`src/hdl/pse_pkg.sv`:
```
// Shared types and codes for the postfix stack evaluator.
package pse_pkg;

	localparam int unsigned DATA_W = 32;

	typedef logic [DATA_W-1:0] word_t;

	// Command codes on the kind field; codes above end are ignored
	typedef enum logic [2:0] {
		KIND_PUSH = 3'd0,
		KIND_ADD  = 3'd1,
		KIND_SUB  = 3'd2,
		KIND_MUL  = 3'd3,
		KIND_DIV  = 3'd4,
		KIND_END  = 3'd5
	} kind_t;

	// Status reported with each result item
	typedef enum logic [1:0] {
		STAT_OK      = 2'd0,
		STAT_UNDER   = 2'd1,
		STAT_OVER    = 2'd2,
		STAT_DIVZERO = 2'd3
	} status_t;

	// Sequencer states
	typedef enum logic [1:0] {
		ST_IDLE = 2'd0,
		ST_EXEC = 2'd1,
		ST_DIV  = 2'd2
	} state_t;

	// Divider request and response
	typedef struct packed {
		logic  start;
		word_t dividend;
		word_t divisor;
	} div_req_t;

	typedef struct packed {
		logic  busy;
		logic  done;
		word_t quotient;
	} div_rsp_t;

endpackage

```
`src/hdl/pse_stack_ram.sv`:
```
// Operand stack storage: one write port, one registered read port.
module pse_stack_ram #(
	parameter int unsigned DEPTH = 128,
	localparam int unsigned ADDR_W = $clog2(DEPTH)
) (
	input  logic               clk,
	input  logic               wr_en,
	input  logic [ADDR_W-1:0]  wr_addr,
	input  pse_pkg::word_t     wr_data,
	input  logic               rd_en,
	input  logic [ADDR_W-1:0]  rd_addr,
	output pse_pkg::word_t     rd_data
);
	import pse_pkg::*;

	word_t mem_q [DEPTH];
	word_t rd_data_q;

	// Write port
	always_ff @(posedge clk) begin
		if (wr_en) begin
			mem_q[wr_addr] <= wr_data;
		end
	end

	// Read port, registered
	always_ff @(posedge clk) begin
		if (rd_en) begin
			rd_data_q <= mem_q[rd_addr];
		end
	end

	assign rd_data = rd_data_q;

endmodule

```
`config.mk`:
```
export PLATFORM = sky130hd
export DESIGN_NAME = pse_stack_ram
export DESIGN_NICKNAME = d
export VERILOG_FILES = /design/src/hdl/pse_pkg.sv /design/src/hdl/pse_stack_ram.sv
export SDC_FILE = /design/constraint.sdc
export NUM_CORES = 2
export LEC_CHECK = 0
export ABC_CLOCK_PERIOD_IN_PS = 3600
export BUFFER_PORTS_ARGS = -buffer_cell sky130_fd_sc_hd__buf_4
export CORE_MARGIN = 2
export CORE_UTILIZATION = 30
export CTS_CLUSTER_DIAMETER = 150
export DETAILED_ROUTE_END_ITERATION = 10
export PLACE_DENSITY = 0.45
export SLEW_MARGIN = 5
export SYNTH_ARGS = -nofsm -noshare
export SYNTH_HDL_FRONTEND = slang
export SYNTH_SLANG_ARGS = --single-unit
export TNS_END_PERCENT = 1
```
`constraint.sdc`:
```
create_clock -name clk -period 3.6 [get_ports clk]
set_clock_uncertainty 0.05 [all_clocks]
set_input_delay 0.18 -clock clk [delete_from_list [all_inputs] [get_ports clk]]
set_output_delay 0.18 -clock clk [all_outputs]
set_load 0.01 [all_outputs]
```
-- Yosys cells after proc, flatten, opt, wreduce, memory -nomap -nowiden
Memories as Yosys holds them, arrays and structs flattened. A register that Yosys moved wholly into a read port is not among the register bits.
Cells that the tools add are included.
- flip-flop bits (word level): 0
- latch bits: 0
- memory bits (writable): 4096
- ROM bits: 0
- input port bits: 49
- output and inout bits: 32
- word-level logic and storage cells: 3
- memories: 1
- $add $sub $neg: 0
- multipliers: 0
- div/mod/pow operators: 0
- $lt $le $gt $ge: 0
- eq/ne operators: 0
- shift operators: 0
- muxes and demuxes: 2
- bitwise operators: 0
- reductions and logical operators: 0
- memory list (memory ; words ; bits a word ; read ports ; clocked after memory_dff ; wr ports ; RTL line ; source):
    mem_q ; 128 ; 32 ; 1 ; 1 ; 1 ; pse_stack_ram.sv:16 ; word_t mem_q [DEPTH];
- operators with widths (operator ; count):
    $mux 1 ; 2

-- Depth between registers and ports, before layout
- depth in word-level cells: 2
- depth in mapped cells: 8
- gate-level depth less buffers: 4

-- Worst setup path before layout
OpenSTA, ideal clock, no wires.
- path kind: input-to-reg
- start: input port wr_en
- end: memory mem_q[98][0] in the netlist's numbering (enable)
- setup time: 0.461 ns
- arrival time: 2.958 ns
- data required time: 3.089 ns
- path slack: 0.131 ns
- stages on the path: 3
- path buffers: 1
- path through: clkbuf_1 > nand4_1 > nor3_1
- word-level cells in the longest chain between the ends: 2
- RTL lines (what ; RTL line ; source):
    start: declaration ; pse_stack_ram.sv:7 ; input logic wr_en,
    $mux 1 ; pse_stack_ram.sv:21 ; if (wr_en) begin
    $mux 1 (implied by the code) ; pse_stack_ram.sv:22 ; mem_q[wr_addr] <= wr_data;
    end: declaration ; pse_stack_ram.sv:16 ;
No other way between the ends.

==> results.toml <==
[global_route]
grtUsageTotal_pct = 18.1
grt_pass1_vias = 74000
grt_pass1_wl_mm = 656
antenna_found_initial = 64
overflow = 0
grt_max_degree = 112

[floorplan]
initial_core_util_pct = 30.1
die_area_um2 = 528000
core_um2 = 520000
chipWidth_um = 726
std_cell_rows = 265
io_pins = 81
die_h_um = 726

[logic_synthesis]
yosys-top-cells-count = "edfxtp_1 (4128), mux4_2 (1344), clkbuf_1 (182)"
yosys-top-cells-area = "edfxtp_1 (79%), mux4_2 (19%), clkbuf_1 (0.44%)"
yosys.area_share.simple_pct = 0.445
ys_seq_area_share_pct = 79.2
yosys_warnings = 0
yosysMostFrequentCell = "edfxtp_1"
muxShareOfSynthArea_pct = 19.6
avgSynthCellArea_um2 = 26.1
synth_top_flop_cell = "edfxtp_1"
yosysTopAreaCellShare_pct = 79.2
synthArstFlopShare_pct = 0
synth_edf_count = 4128
synthAdderAreaFrac_pct = 0
synth-seq-cells = 4128
synth-xor-area-share_pct = 0
synth-compound-area-share_pct = 0
synth_top_area_cell = "edfxtp_1"
syn_inst = 5990
ys_types = 16
synth_fp_nets = 6039
synth_top_family_by_area = "multiplexers"
syn_area_um2 = 157000

[detailed_routing]
drtAntennaViolNets = 0
post_drt_wl_per_cell_um = 34.7
drt_iter0_drc = 9011
vias_per_cell = 5.16
drc = 0
routed_wl_mm = 486
via_count = 72200
firstDrtPassIters = 7

[timing]
finalCritPeriodShare_pct = 87.8
rsz0062_at_grt = "no"
period_needed_ns = 3.16
setup_viol = 0
max_slew_margin_pct = 16.1
hold_viol_final = 0
whs_ns = 0.117
drv_slew = 0
fmax_mhz = 316
setup_tns_ns = 0
tightest_slew_ns = 1.26

[worst_setup_path]
r2r-start = "mem_q[127][26]"
crit_type = "register to register"
start_kind = "register"
crit_arrival_ns = 3.88
critical_path_peak_fanout = 1
r2r_slack_ns = 0.44
crit_end = "rd_data[26]"
crit_start = "mem_q[127][26]"
r2r_end = "rd_data[26]"
critPathRequiredTime_ns = 4.32
reg2regPathDepth = 5
worst_setup_path_end_kind = "register"

[final_layout]
stdcell_count = 14000
drive_above_1_share_pct = 37.2
final_util_pct = 35.6
nets = 6727
syn2layout_area_growth_pct = 18.4
design_area_um2 = 185000

[cts]
post-cts-setup-buffers = 0
ctsLongestPathBuffers = 4
clk_latency_ns = 1.03
cts.repair.resized = 0
cts_tree = "done"
htreeDepth = 5
cts_hold_buf = 46
clkTransAtPathRegs_ns = 0.06
cts_sinks = 4128
clockRootBuffer = "clkbuf_16"
numCtsBuffers = 432

[placement]
globalplace.congestion = 0.767
dpl.hpwl_mm = 279
placedCellCount = 13100
dpl_cell_area_um2 = 171000
portBuffers = 80

[status]
run_status = "finished, final reports clean"

[power]
p_leak_nw = 56.1
power_density_nw_per_um2 = 552
peakVddDrop_uv = 481

[hold_path]
hold_path_class = "input pin to register"
worstHoldStart = "wr_data[25]"
holdPathStages = 2

[run]
drv_cap = 0
flip-flops by register name, indices dropped and copies added, names as in the netlist:
signal / count
mem_q: 4096
rd_data: 32
worst max-delay path, cell delays in order, from the launching register on:
cell	delay, ns
edfxtp_1	0.41
mux4_2	0.49
mux4_2	0.65
mux4_2	0.51
dlygate4sd3_1	0.56
mux2_2	0.26
through the flow:
step	power, mW	setup slack, ns
after global placement	60.0	-0.196
after CTS	103	0.450
after global routing	105	0.397
after floorplan	56.8	0.131
final	102	0.440
after detailed placement	60.1	-0.191
layer usage:
layer / GRT usage (%) / vias to the layer above / share of wire, %
met5: 0 / - / 0.013
li1: - / 27900 / -
met2: 30.1 / 2409 / 49
met3: 2.14 / 535 / 5.6
met4: 4.13 / 10 / 2.2
met1: 25.6 / 41400 / 43
final cells by class:
class	count	area, um2
sequential	4128	124000
tap	6942	8690
fill	47200	335000
antenna	28	70.1
clock buffer	525	11200
multi-input combinational	1546	32300
clock inverter	266	2280
timing repair buffer	570	6840
cells by family after synthesis:
| group | count (synthesis) |
|---|---|
| DFF | 4128 |
| and+or+nand+nor | 170 |
| muxes | 1376 |
| buffers and inverters | 316 |
worst min-delay path by stage:
stage                     slack (ns)              to
after global routing            0.09  mem_q[127][25]
after detailed placement        0.55  mem_q[126][29]
after global placement          0.54  mem_q[110][29]
after floorplan                 0.23     mem_q[0][0]
final                           0.12  mem_q[126][25]
after CTS                       0.01  mem_q[126][25]
layout by cell type, fill, tap and decap left out:
| master | count |
|---|---|
| nand2_1 | 11 |
| bufinv_16 | 29 |
| buf_6 | 1 |
| mux2_2 | 32 |
| mux4_2 | 1344 |
| nor2b_1 | 7 |
| buf_16 | 1 |
| buf_12 | 192 |
| nand2_2 | 3 |
| clkinvlp_4 | 8 |
| nor2_4 | 119 |
| clkinv_16 | 8 |
| clkbuf_16 | 435 |
| diode_2 | 28 |
| edfxtp_1 | 4128 |
| inv_16 | 3 |
| buf_4 | 327 |
| clkinv_2 | 85 |
| nor3_2 | 9 |
| nand3_2 | 4 |
| nand4_1 | 3 |
| inv_6 | 7 |
| dlygate4sd3_1 | 46 |
| nand3_1 | 8 |
| clkinv_4 | 3 |
| clkbuf_1 | 90 |
| or3_1 | 1 |
| clkinv_1 | 117 |
| buf_8 | 3 |
| nor2_1 | 3 |
| nand2b_1 | 2 |
| clkinv_8 | 6 |
where the power goes:
| part | switching [mW] | leakage [nW] | internal [mW] |
|---|---|---|---|
| registers | 0.177 | 37.1 | 53.1 |
| logic | 3.48 | 12.4 | 2.21 |
| clock network | 19.0 | 6.60 | 24.2 |
| total | 22.7 | 56.1 | 79.6 |
Note: power is estimated with default switching activity, not from simulation.
