==> config.mk <==
export PLATFORM = sky130hd
export DESIGN_NAME = pse_divider
export DESIGN_NICKNAME = d
export VERILOG_FILES = /design/src/hdl/pse_pkg.sv /design/src/hdl/pse_divider.sv
export SDC_FILE = /design/constraint.sdc
export NUM_CORES = 1
export LEC_CHECK = 0
export BUFFER_PORTS_ARGS = -buffer_cell sky130_fd_sc_hd__buf_4
export CORE_UTILIZATION = 30
export CTS_CLUSTER_SIZE = 20
export DETAILED_ROUTE_END_ITERATION = 8
export PLACE_DENSITY = 0.46
export SETUP_SLACK_MARGIN = 0.1
export SYNTH_ARGS = -nofsm -noshare
export SYNTH_HDL_FRONTEND = slang
export SYNTH_SLANG_ARGS = --single-unit
==> constraint.sdc <==
create_clock -name clk -period 7.9 [get_ports clk]
set_input_delay 0.79 -clock clk [delete_from_list [all_inputs] [get_ports clk]]
set_output_delay 0.79 -clock clk [all_outputs]
set_load 0.02 [all_outputs]
==> src/hdl/pse_pkg.sv <==
// Shared types and codes for the postfix stack evaluator.
package pse_pkg;

	localparam int unsigned DATA_W = 32;

	typedef logic [DATA_W-1:0] word_t;

	// Command codes on the kind field; codes above end are ignored
	typedef enum logic [2:0] {
		KIND_PUSH = 3'd0,
		KIND_ADD  = 3'd1,
		KIND_SUB  = 3'd2,
		KIND_MUL  = 3'd3,
		KIND_DIV  = 3'd4,
		KIND_END  = 3'd5
	} kind_t;

	// Status reported with each result item
	typedef enum logic [1:0] {
		STAT_OK      = 2'd0,
		STAT_UNDER   = 2'd1,
		STAT_OVER    = 2'd2,
		STAT_DIVZERO = 2'd3
	} status_t;

	// Sequencer states
	typedef enum logic [1:0] {
		ST_IDLE = 2'd0,
		ST_EXEC = 2'd1,
		ST_DIV  = 2'd2
	} state_t;

	// Divider request and response
	typedef struct packed {
		logic  start;
		word_t dividend;
		word_t divisor;
	} div_req_t;

	typedef struct packed {
		logic  busy;
		logic  done;
		word_t quotient;
	} div_rsp_t;

endpackage

==> src/hdl/pse_divider.sv <==
// Radix-2 restoring signed divider, quotient truncated toward zero.
module pse_divider (
	input  logic              clk,
	input  logic              arst_n,
	input  pse_pkg::div_req_t req,
	output pse_pkg::div_rsp_t rsp
);
	import pse_pkg::*;

	localparam int unsigned STEPS = DATA_W;
	localparam int unsigned CNT_W = $clog2(STEPS + 1);
	localparam logic [CNT_W-1:0] STEPS_C = CNT_W'(STEPS);

	logic             busy_q;
	logic [CNT_W-1:0] cnt_q;
	word_t            rem_q;
	word_t            quo_q;
	word_t            div_q;
	logic             neg_q;

	logic [DATA_W:0]  rem_sh;
	logic [DATA_W:0]  rem_diff;
	logic             ge;
	word_t            dvd_abs;
	word_t            dvs_abs;

	// Magnitudes of the operands
	assign dvd_abs = req.dividend[DATA_W-1] ? word_t'(-req.dividend) : req.dividend;
	assign dvs_abs = req.divisor[DATA_W-1] ? word_t'(-req.divisor) : req.divisor;

	// One quotient bit per step
	assign rem_sh   = {rem_q, quo_q[DATA_W-1]};
	assign ge       = rem_sh >= {1'b0, div_q};
	assign rem_diff = rem_sh - {1'b0, div_q};

	// Control
	always_ff @(posedge clk or negedge arst_n) begin
		if (!arst_n) begin
			busy_q <= 1'b0;
			cnt_q  <= '0;
		end else if (req.start) begin
			busy_q <= 1'b1;
			cnt_q  <= STEPS_C;
		end else if (busy_q) begin
			if (cnt_q == '0) begin
				busy_q <= 1'b0;
			end else begin
				cnt_q <= cnt_q - CNT_W'(1);
			end
		end
	end

	// Datapath
	always_ff @(posedge clk) begin
		if (req.start) begin
			rem_q <= '0;
			quo_q <= dvd_abs;
			div_q <= dvs_abs;
			neg_q <= req.dividend[DATA_W-1] ^ req.divisor[DATA_W-1];
		end else if (busy_q && cnt_q != '0) begin
			rem_q <= ge ? rem_diff[DATA_W-1:0] : rem_sh[DATA_W-1:0];
			quo_q <= {quo_q[DATA_W-2:0], ge};
		end
	end

	assign rsp.busy     = busy_q;
	assign rsp.done     = busy_q && (cnt_q == '0);
	assign rsp.quotient = neg_q ? word_t'(-quo_q) : quo_q;

endmodule
# Word-level counts from Yosys, hierarchy flattened
# Cells that the tools add are included.
[classes]
addsub = 5
mul = 0
div_mod_pow = 0
order_cmp = 1
n_eq_ne = 1
shift = 0
mux = 12
n_bitwise = 1
reduce_logical = 7
[op_table]
columns = ["operator", "n"]
rows = [
  ["2-to-1 mux 32 bit", 5],
  ["negation 32 bit", 3],
  [">= comparator 33 x 32 -> 1 bit", 1],
  ["subtractor 32 bit", 1],
  ["2-to-1 mux 31 bit", 1],
  ["2-to-1 mux 6 bit", 3],
  ["zero test 6 bit", 1],
  ["nonzero test 6 bit", 1],
  ["subtractor 6 x 1 -> 6 bit (second input constant)", 1],
  ["nonzero test 2 bit", 2],
  ["2-to-1 mux 1 bit", 3],
  ["logical AND 1 bit", 2],
  ["!= test 2 bit (second input constant)", 1],
  ["AND reduction 2 bit", 1],
  ["XOR 1 bit", 1],
]
[word_totals]
register_bits = 104
latchBits = 0
ramBits = 0
mem_bits_ro = 0
input_bits = 67
out_inout_bits = 34
wordCells = 34
memories = 0

# Logic depth before layout (Yosys ltp)
# Gate-level depths: netlist of run 1.
[depth]
ltp_word = 4
mapped_depth = 13
ltp_nobuf = 11

# Worst setup path after synthesis of run 1
# Ideal clock, no wire load.
[synth_path]
kind = "flip-flop to output port"
startpoint = "register quo_q[10]"
endpoint = "output port rsp[25] in the netlist's numbering"
arrival_ps = 3186
required_time_ps = 7110
path_slack_ps = 3924
stages_incl_launch_ff = 8
cell_sequence = "edfxtp_1 or4_4 or4_4 or3_2 or3_2 or4_4 o31ai_4 xnor2_1"
[synth_rtl]
columns = ["element", "line_no", "text"]
rows = [
  ["from (decl)", "pse_divider.sv:17", "word_t quo_q;"],
  ["from (signal assigned)", "pse_divider.sv:57", "quo_q <= dvd_abs;"],
  ["from (signal assigned)", "pse_divider.sv:62", "quo_q <= {quo_q[DATA_W-2:0], ge};"],
  ["to (decl)", "pse_divider.sv:6", "output pse_pkg::div_rsp_t rsp"],
]

==> impl_results.md, run 1 <==
- Largest net degree at the start of global routing: 77
- Filler Cell Count: 2708
- Yosys reg bits: 104
- Placed cells: 1316
- Max VDD drop: 0.130 mV
- Critical path's most frequent cell: or4_4
- Clk sink count: 104
- Post-CTS setup buffers: 0
- Hold_buf cts: 0
- RSZ-0062 raised after global routing: no
- Port bufs: 100
- Outcome: completed
- 1st-iter DRT viols: 435
- Mapped Area: 7940 um^2
- Total number of H-tree levels: 3
- WL/cell: 15.3 um
- Reg-to-reg critical path startpoint: quo_q[31]$_DFFE_PP_
- Final setup fails: 0
- Met2 usage: 24.6%
- Register area share after synthesis: 34.8%
- GRT met3 Usage: 1.68%
- Number of antenna violations at the first check in global routing: 0
- Distinct cell type count of the synthesized netlist: 61
- Setup crit end kind: output port
- Crit-path max cell delay: 0.55 ns
- Chip Width: 165 um
- # IOs: 101
- Busiest grt layer: met2
- Arrival @ worst endpoint: 3.74 ns
- Nets: 1097
- Initial Util: 30.6%
- Crit path time final: 4.53 ns
- Gr ovfl total: 0
- Drt first pass iters: 5
- Req. time, crit path: 7.11 ns
- Top-area cell type share of the netlist area: 24.6%
- Count of pins over their slew limit: 0
- Final Instance Area: 9250 um^2
- CTS tree: yes
- Routed Wire Length: 20400 um
- Met1 usage: 21.9%
- Post-CTS Resized: 0
- Vias in the first global route: 6429
- Startpoint types: flop
- Final Hold Fails: 0
- Final ANT Viol Nets: 0
- Mapped Nets: 1031
- Area Overhead vs Synth: 16.4%
- FF-to-FF path depth: 10
- MaxCap Viol Count: 0
- CP Class: reg2out
- Die footprint: 27100 um^2
- Post-DR vias/cell: 5.11
- List of most frequent post-synthesis cells: 91 x nand2_1, 79 x nor2_1, 77 x xnor2_1
- Later-pin clock latency in the skew report: 0.35 ns
- First-pass GRT wire length: 33000 um
- Setup tns final: 0 ns
- Fmax: 0.221 GHz
- Clock Tree Root: clkbuf_16
- Post-synth EDFFs: 65
- FP Rows: 59
- Fin crit share: 57.3%
- P_leak: 0.00371 uW
- Slowest-stage cell, CP: or4_4
- CTS clk-pin slew, worst paths: 0.08 ns
- Final cell count without fillers: 1332
- Syn_area_per_cell: 8.58 um^2
- Power density cells: 286 nW/um^2
- Top FF cell, synth: edfxtp_1
- HPWL after DPL: 15300 um
- Rel. slew slack: 28.7%
- Mapped Cells: 926
- Clk_skew: 0.0118 ns
- Via Count: 6812
- All-Layer GR Usage: 15.4%
- Hold Path Class: in2async
- Post-synth ARST share: 6.73%
- Worst-margin pin slew: 1.07 ns
- Synth top area cells: edfxtp_1 25%, xnor2_1 8.5%, dfxtp_1 8.1%
- Clock buffer depth: 2
- CTS buffer count: 9
- Die Ht: 165 um
- Post-synth top area cell: edfxtp_1
- Critical Path, Cell by Cell: or4_4 > or4_4 > or3_2 > or3_2 > or4_4 > o31ai_4 > xnor2_1 > buf_4
- Placed Area: 8970 um^2
- DR DRC count: 0
- Count leader, synth: nand2_1
- Ant diodes: 0
- Fraction of layout cells with a size suffix above 1: 14.0%
- Crit. Startpoint: quo_q[8]$_DFFE_PP_
- Ys Warns: 0
- Placer Congestion: 0.803
- CP Max Fanout: 5
- Core area: 26000 um^2
[per-layer routing]
metal  routed length [um]  vias to the layer above
li1                     -                     3519
met1                10400                     3146
met4                  149                        0
met5                    0                        -
met2                 9030                      138
met3                  803                        9
[flip-flops by register name, indices dropped and copies added (netlist names)]
signal and count:
busy_q 1, cnt_q 6, div_q 32, neg_q 1, quo_q 32, rem_q 32
[worst paths after layout]
path                            slack, ns                      to
worst max register to register       4.17  rem_q[11]$_SDFFE_PP0P_
worst max-delay path                 3.37                 rsp[25]
min in group clk                     0.50  rem_q[17]$_SDFFE_PP0P_
worst min-delay path                 0.23    cnt_q[4]$_DFFE_PN0P_
max in group asynchronous            7.55    cnt_q[1]$_DFFE_PN0P_
worst min register to register       0.50  rem_q[17]$_SDFFE_PP0P_
[logic make-up (layout without fill, tap and decap cells)]
| family | Yosys count | count (layout) | synth area share [%] |
|---|---|---|---|
| compound gates | 256 | 256 | 21.7 |
| buf+inv | 104 | 175 | 5.01 |
| mux | 4 | 4 | 0.504 |
| fa+ha+maj | 38 | 38 | 6.08 |
| flops | 104 | 104 | 34.8 |
| xor+xnor | 114 | 114 | 12.6 |
| simple gates | 306 | 306 | 19.3 |
[critical path, delay by kind of cell (launching register included)]
kind	cells	cell delay (ns)
compound gates	1	0.20
xor+xnor	1	0.15
buf+inv	1	0.17
flops	1	0.48
simple gates	5	2.41
[where the power goes]
part / total [uW] / switching, uW / internal, uW / leakage, uW
combinational: 1350 / 799 / 551 / 0.00257
sequential: 869 / 136 / 733 / 0.000993
clock: 432 / 214 / 218 / 0.000141
[per-stage QoR]
step | power, uW | hold slack, ns | util (%) | setup WS, ns
2_1_floorplan | 1820 | 0.450 | - | 3.92
3_3_place_gp | 2240 | 0.491 | 34.5 | 3.79
3_5_place_dp | 2230 | 0.494 | 34.5 | 3.76
4_1_cts | 2680 | 0.216 | 35.6 | 3.35
5_1_grt | 2870 | 0.221 | 35.6 | 3.20
6_report | 2650 | 0.234 | 35.6 | 3.37
[cell usage in the layout, fill, tap and decap left out, types with 5 or more instances in the layout]
cell         n
a21o_1      19
a21oi_1     66
a311oi_1    18
a31oi_1     11
a32oi_1      7
and3_1       7
buf_4      105
clkbuf_16    9
dfrtp_1      7
dfxtp_1     32
edfxtp_1    65
ha_1        37
inv_1       54
nand2_1     91
nand2b_1    16
nand3_1     19
nand3b_1     8
nand4_1      5
nor2_1      78
nor2b_1     10
nor3_1      12
nor4_1      12
o211ai_1     6
o21ai_0     52
o311ai_0     5
o31ai_1     27
o41ai_1     13
or2_2        5
or3_1        9
or4_1       12
xnor2_1     77
xor2_1      37
[area by class of cell]
cell class	instances	area, um^2	area share [%]
Clock buffer	9	225	2.44
Clock inverter	7	53.8	0.582
Sequential cell	104	2770	29.9
Inverter	54	203	2.19
Timing Repair Buffer	105	788	8.52
Multi-Input combinational cell	718	4790	51.8
Tap cell	335	419	4.53
(Power assumes the default switching activity.)
==> run 2: changes to the inputs <==
--- a/config.mk
+++ b/config.mk
@@ -9,7 +9,7 @@
 export CORE_UTILIZATION = 30
 export CTS_CLUSTER_SIZE = 20
 export DETAILED_ROUTE_END_ITERATION = 8
-export PLACE_DENSITY = 0.46
+export PLACE_DENSITY = 0.48
 export SETUP_SLACK_MARGIN = 0.1
 export SYNTH_ARGS = -nofsm -noshare
 export SYNTH_HDL_FRONTEND = slang
==> constraint.sdc (replaced) <==
create_clock -name clk -period 3.7 [get_ports clk]
set_input_delay 0.37 -clock clk [delete_from_list [all_inputs] [get_ports clk]]
set_output_delay 0.37 -clock clk [all_outputs]
set_load 0.02 [all_outputs]
==> impl_results.md, run 2 (same netlist as run 1, synthesis figures left out) <==
- Outcome: complete, but fails checks
- Failing checks: negative setup slack
- Ant diodes: 0 (unchanged)
- Combinational Power Share: 51.9% (+1.0 points)
- 1st-iter DRT viols: 413 (-5.1%)
- Power share of the sequential group: 31.6% (-1.2 points)
- Total number of H-tree levels: 3 (unchanged)
- Placer Congestion: 0.842 (+4.9%)
- Gr ovfl total: 0 (unchanged)
- Multi-input logic area: 4860 um^2 (+1.4%)
- Post-DR vias/cell: 5.08 (-0.60%)
- Commonest non-fill, non-tap cell in the layout: buf_4
- Clk_skew: 0.0125 ns (+0.000730 ns)
- Clock Tree Root: clkbuf_16
- Via Count: 6883 (+1.0%)
- Fin crit share: 107%
- DR DRC count: 0 (unchanged)
- Rel. slew slack: 51.5% (+23 points)
- # IOs: 101 (unchanged)
- Crit. Startpoint: quo_q[7]$_DFFE_PP_
- Sw frac: 43.2% (-0.17 points)
- Clk sink count: 104 (unchanged)
- CTS clk-pin slew, worst paths: 0.08 ns (about the same)
- Final cell count without fillers: 1354 (+1.7%)
- Core area: 26000 um^2 (unchanged)
- Regs by FF count: div_q: 32 flops, quo_q: 32 flops, rem_q: 32 flops
- RSZ-0062 raised after global routing: yes
- Fraction of layout cells with a size suffix above 1: 16.6% (+2.5 points)
- Count of pins over their slew limit: 0 (unchanged)
- Most frequent cells in the layout: 124 x buf_4, 90 x nand2_1, 78 x nor2_1
- Startpoint types: flop
- Final Instance Area: 9520 um^2 (+2.9%)
- FP Rows: 59 (unchanged)
- Power density cells: 612 nW/um^2 (+110%)
- Placed Area: 9110 um^2 (+1.6%)
- Placed cells: 1332 (+1.2%)
- Clk pwr share: 16.5% (+0.2 points)
- CP Max Fanout: 2 (-3)
- Final worst setup slack: -0.260 ns (-3.63 ns)
- Initial Util: 30.6% (unchanged)
- Clock buffer depth: 2 (unchanged)
- Fmax: 0.253 GHz
- CP Class: reg2out
- Final ANT Viol Nets: 0 (unchanged)
- Number of antenna violations at the first check in global routing: 0 (unchanged)
- Post-layout util: 36.6% (+1.0 points)
- CTS buffer count: 9 (unchanged)
- Max VDD drop: 0.255 mV (+96%)
- All-Layer GR Usage: 15.5% (+0.14 points)
- Int Pwr: 3310 uW (+120%)
- Die footprint: 27100 um^2 (unchanged)
- Worst-margin pin slew: 0.725 ns (-0.345 ns)
- Pre-CTS setup slack: 0.0551 ns (-3.70 ns)
- Final setup fails: 9 (+9)
- First-pass GRT wire length: 33400 um (+1.1%)
- Hold Path Class: in2reg
- Chip Width: 165 um (unchanged)
- Die Ht: 165 um (unchanged)
- Largest net degree at the start of global routing: 77 (unchanged)
- Area Overhead vs Synth: 19.8%
- Setup crit end kind: output port
- Arrival @ worst endpoint: 3.59 ns (-0.15 ns)
- HP Start: req[0]
- Register area: 2770 um^2 (unchanged)
- Reg-to-reg critical path startpoint: div_q[1]$_DFFE_PP_
- HPWL after DPL: 15700 um (+2.2%)
- Nets: 1119 (+2.0%)
- Vias in the first global route: 6470 (+0.64%)
- Net Switching: 2510 uW (+120%)
- Req. time, crit path: 3.33 ns (-3.78 ns)
- MaxCap Viol Count: 0 (unchanged)
- CTS tree: yes
- Later-pin clock latency in the skew report: 0.36 ns (about the same)
- Final Hold Fails: 0 (unchanged)
- Crit path time final: 3.96 ns
- Routed Wire Length: 20800 um (+1.7%)
- Port bufs: 100 (unchanged)
- WL/cell: 15.3 um (about the same)
- Filler Cell Count: 2758 (+1.8%)
- P_leak: 0.00384 uW (+3.7%)
- Drt first pass iters: 4 (-1)
-- run 2: repair_timing --
item,CTS,global route
endpoints found under the setup margin,9,26
hold endpoints to repair,7,0
gates resized for setup,11,5
setup buffers,5,0
pin swaps,6,2
hold buffers,1,0
gates cloned,0,0
-- run 2: power by group through the flow --
| stage | Sequential, uW | Clock (uW) | Combinational [uW] |
|---|---|---|---|
| after floorplan | 1780 | 0 | 2100 |
| after global placement | 1850 | 0 | 3010 |
| after detailed placement | 1850 | 0 | 3000 |
| after CTS | 1840 | 1000 | 3020 |
| after global routing | 1880 | 1040 | 3350 |
| final | 1840 | 960 | 3020 |
-- run 2: stage by stage --
stage	power (uW)	setup TNS (ns)	hold WS (ns)
3_3_place_gp	4860	0	0.189
2_1_floorplan	3880	0	0.0744
4_1_cts	5860	-1.60	0.205
6_report	5820	-1.30	0.218
5_1_grt	6270	-2.45	0.211
3_5_place_dp	4860	0	0.186
-- run 2: layout make-up --
type / count / share of cell area [%]
Tap cell: 335 / 4.40
Sequential cell: 104 / 29.1
Inverter: 54 / 2.13
Clock buffer: 10 / 2.51
Timing Repair Buffer: 127 / 10.3
Multi-Input combinational cell: 718 / 51.0
Clock inverter: 6 / 0.539
-- run 2: final timing paths --
check / endpoint / slack [ns] / depth (start not counted)
max in group asynchronous: busy_q$_DFF_PN0_ / 3.21 / 2
hold / removal: div_q[0]$_DFFE_PP_ / 0.22 / 1
hold reg to reg: rem_q[19]$_SDFFE_PP0P_ / 0.50 / 2
min in group asynchronous: cnt_q[3]$_DFFE_PN0P_ / 0.36 / 2
setup / recovery: rsp[30] / -0.26 / 9
setup reg to reg: rem_q[29]$_SDFFE_PP0P_ / 0.40 / 11
-- run 2: metal layers --
metal	routed length, um	global-route usage (%)	vias up	part of all wire (%)
met1	10900	22.5	3167	52
li1	-	-	3557	-
met5	0	0	-	0
met2	8910	24.4	142	43
met4	227	3.96	0	1.1
met3	742	1.73	17	3.6
-- run 2: worst max-delay path: stages (launching register included) --
cell and delay [ns]:
edfxtp_1 0.39, or4_4 0.55, or4_4 0.44, or3_4 0.34
or3_4 0.37, or4_4 0.42, nand2b_4 0.17, o41ai_4 0.24
xnor2_1 0.15, buf_4 0.16
==> run 3: changes to the inputs <==
--- a/config.mk
+++ b/config.mk
@@ -5,7 +5,7 @@
 export SDC_FILE = /design/constraint.sdc
 export NUM_CORES = 1
 export LEC_CHECK = 0
-export BUFFER_PORTS_ARGS = -buffer_cell sky130_fd_sc_hd__buf_4
+export BUFFER_PORTS_ARGS = -buffer_cell sky130_fd_sc_hd__buf_2
 export CORE_UTILIZATION = 30
 export CTS_CLUSTER_SIZE = 20
 export DETAILED_ROUTE_END_ITERATION = 8
==> impl_results.md, run 3 (same netlist as run 1, synthesis figures left out) <==
- Outcome: complete, but fails checks
- Failing checks: negative setup slack
- Final setup fails: 9 (unchanged)
- Post-DR vias/cell: 5.11 (+0.60%)
- Die footprint: 27100 um^2 (unchanged)
- Startpoint types: flop
- Placed cells: 1331 (-0.075%)
- Clk_skew: 0.0143 ns (+0.00185 ns)
- Ant diodes: 0 (unchanged)
- Die Ht: 165 um (unchanged)
- Clk sink count: 104 (unchanged)
- Regs by FF count: div_q: 32 flops, quo_q: 32 flops, rem_q: 32 flops
- Vias in the first global route: 6548 (+1.2%)
- FP Rows: 59 (unchanged)
- Power density cells: 625 nW/um^2 (+2.2%)
- Largest net degree at the start of global routing: 61 (-21%)
- Clock buffer depth: 2 (unchanged)
- CTS tree: yes
- All-Layer GR Usage: 15.6% (+0.056 points)
- Fraction of layout cells with a size suffix above 1: 16.3% (-0.26 points)
- HPWL after DPL: 15500 um (-1.0%)
- MaxCap Viol Count: 0 (unchanged)
- Count of pins over their slew limit: 0 (unchanged)
- Initial Util: 30.6% (unchanged)
- Later-pin clock latency in the skew report: 0.36 ns (about the same)
- First-pass GRT wire length: 33400 um (+0.27%)
- Final Instance Area: 9270 um^2 (-2.6%)
- RSZ-0062 raised after global routing: yes
- Final Hold Fails: 0 (unchanged)
- Total number of H-tree levels: 3 (unchanged)
- 1st-iter DRT viols: 323 (-22%)
- CP Class: reg2out
- Hold Path Class: in2reg
- CP Max Fanout: 3 (+1)
- Fmax: 0.250 GHz (-1.2%)
- Drt first pass iters: 5 (+1)
- Worst-margin pin slew: 0.865 ns (+0.140 ns)
- Clock Tree Root: clkbuf_16
- Routed Wire Length: 20800 um (+0.12%)
- # IOs: 101 (unchanged)
- Post-layout util: 35.7% (-0.97 points)
- Gr ovfl total: 0 (unchanged)
- Pre-CTS setup slack: 0.0262 ns (-0.0289 ns)
- Final ANT Viol Nets: 0 (unchanged)
- Area Overhead vs Synth: 16.7%
- Number of antenna violations at the first check in global routing: 0 (unchanged)
- Commonest non-fill, non-tap cell in the layout: buf_2
- Crit path time final: 4.01 ns (+0.0481 ns)
- Arrival @ worst endpoint: 3.64 ns (+0.05 ns)
- Max VDD drop: 0.245 mV (-4.2%)
- Req. time, crit path: 3.33 ns (about the same)
- Hold Worst Slack: 0.237 ns (+0.0189 ns)
- Via Count: 6914 (+0.45%)
- Placed Area: 8850 um^2 (-2.9%)
- Final worst setup slack: -0.308 ns (-0.0481 ns)
- CTS clk-pin slew, worst paths: 0.08 ns (about the same)
- Nets: 1117 (-0.18%)
- Most frequent cells in the layout: 92 x buf_2, 90 x nand2_1, 78 x nor2_1
- Chip Width: 165 um (unchanged)
- Fin crit share: 108% (+1.3 points)
- CTS buffer count: 9 (unchanged)
- Placer Congestion: 0.844 (+0.30%)
- Core area: 26000 um^2 (unchanged)
- Setup crit end kind: output port
- Port bufs: 100 (unchanged)
- P_leak: 0.00375 uW (-2.3%)
- DR DRC count: 0 (unchanged)
- Final cell count without fillers: 1352 (-0.15%)
- Rel. slew slack: 42.2% (-9.4 points)
- WL/cell: 15.4 um (+0.26%)
## run 3: critical path: stages, from the launching register on
cell	delay (ns)
edfxtp_1	0.40
or4_4	0.55
or4_4	0.44
or3_4	0.35
or3_4	0.38
or4_4	0.44
nand2b_4	0.17
o41ai_4	0.24
xnor2_1	0.15
buf_4	0.16
## run 3: worst paths after layout
kind / start / endpoint / slack, ns / depth (start not counted)
setup / recovery: quo_q[10]$_DFFE_PP_ / rsp[30] / -0.31 / 9
hold / removal: req[0] / div_q[0]$_DFFE_PP_ / 0.24 / 1
setup reg to reg: div_q[1]$_DFFE_PP_ / rem_q[29]$_SDFFE_PP0P_ / 0.44 / 10
hold reg to reg: rem_q[20]$_SDFFE_PP0P_ / rem_q[20]$_SDFFE_PP0P_ / 0.50 / 2
max in group asynchronous: arst_n / cnt_q[1]$_DFFE_PN0P_ / 3.16 / 2
min in group asynchronous: arst_n / cnt_q[5]$_DFFE_PN0P_ / 0.37 / 2
## run 3: metrics by stage
step / total power [uW] / setup TNS, ns
after CTS: 5810 / -1.91
after global routing: 6250 / -2.62
after global placement: 4750 / 0
after floorplan: 3880 / 0
after detailed placement: 4750 / 0
final: 5790 / -1.71
## run 3: area by class of cell
cell class | count | area, um^2
multi-input combinational | 718 | 4840
sequential | 104 | 2770
fill | 2743 | 16700
timing repair buffer | 125 | 723
clock buffer | 10 | 239
tap | 335 | 419
clock inverter | 6 | 72.6
inverter | 54 | 203
## run 3: routing by layer
metal | vias to the layer above | track usage (%) | part of all wire, %
met3 | 17 | 2.21 | 4.1
met4 | 0 | 3.96 | 1.3
met5 | - | 0 | 0
met2 | 153 | 24.1 | 43
li1 | 3561 | - | -
met1 | 3183 | 22.6 | 51
## run 3: power breakdown
part           internal [uW]  total, uW  switching [uW]
Clock                    554       1020             470
Sequential              1560       1840             272
Combinational           1180       2930            1750
## run 3: repair_timing
item,CTS,global route
hold endpoints to repair,7,0
cloned,0,0
resized for setup,7,13
setup endpoints to repair,10,22
pin swaps,8,2
hold buffers,1,0
buffers inserted,4,0
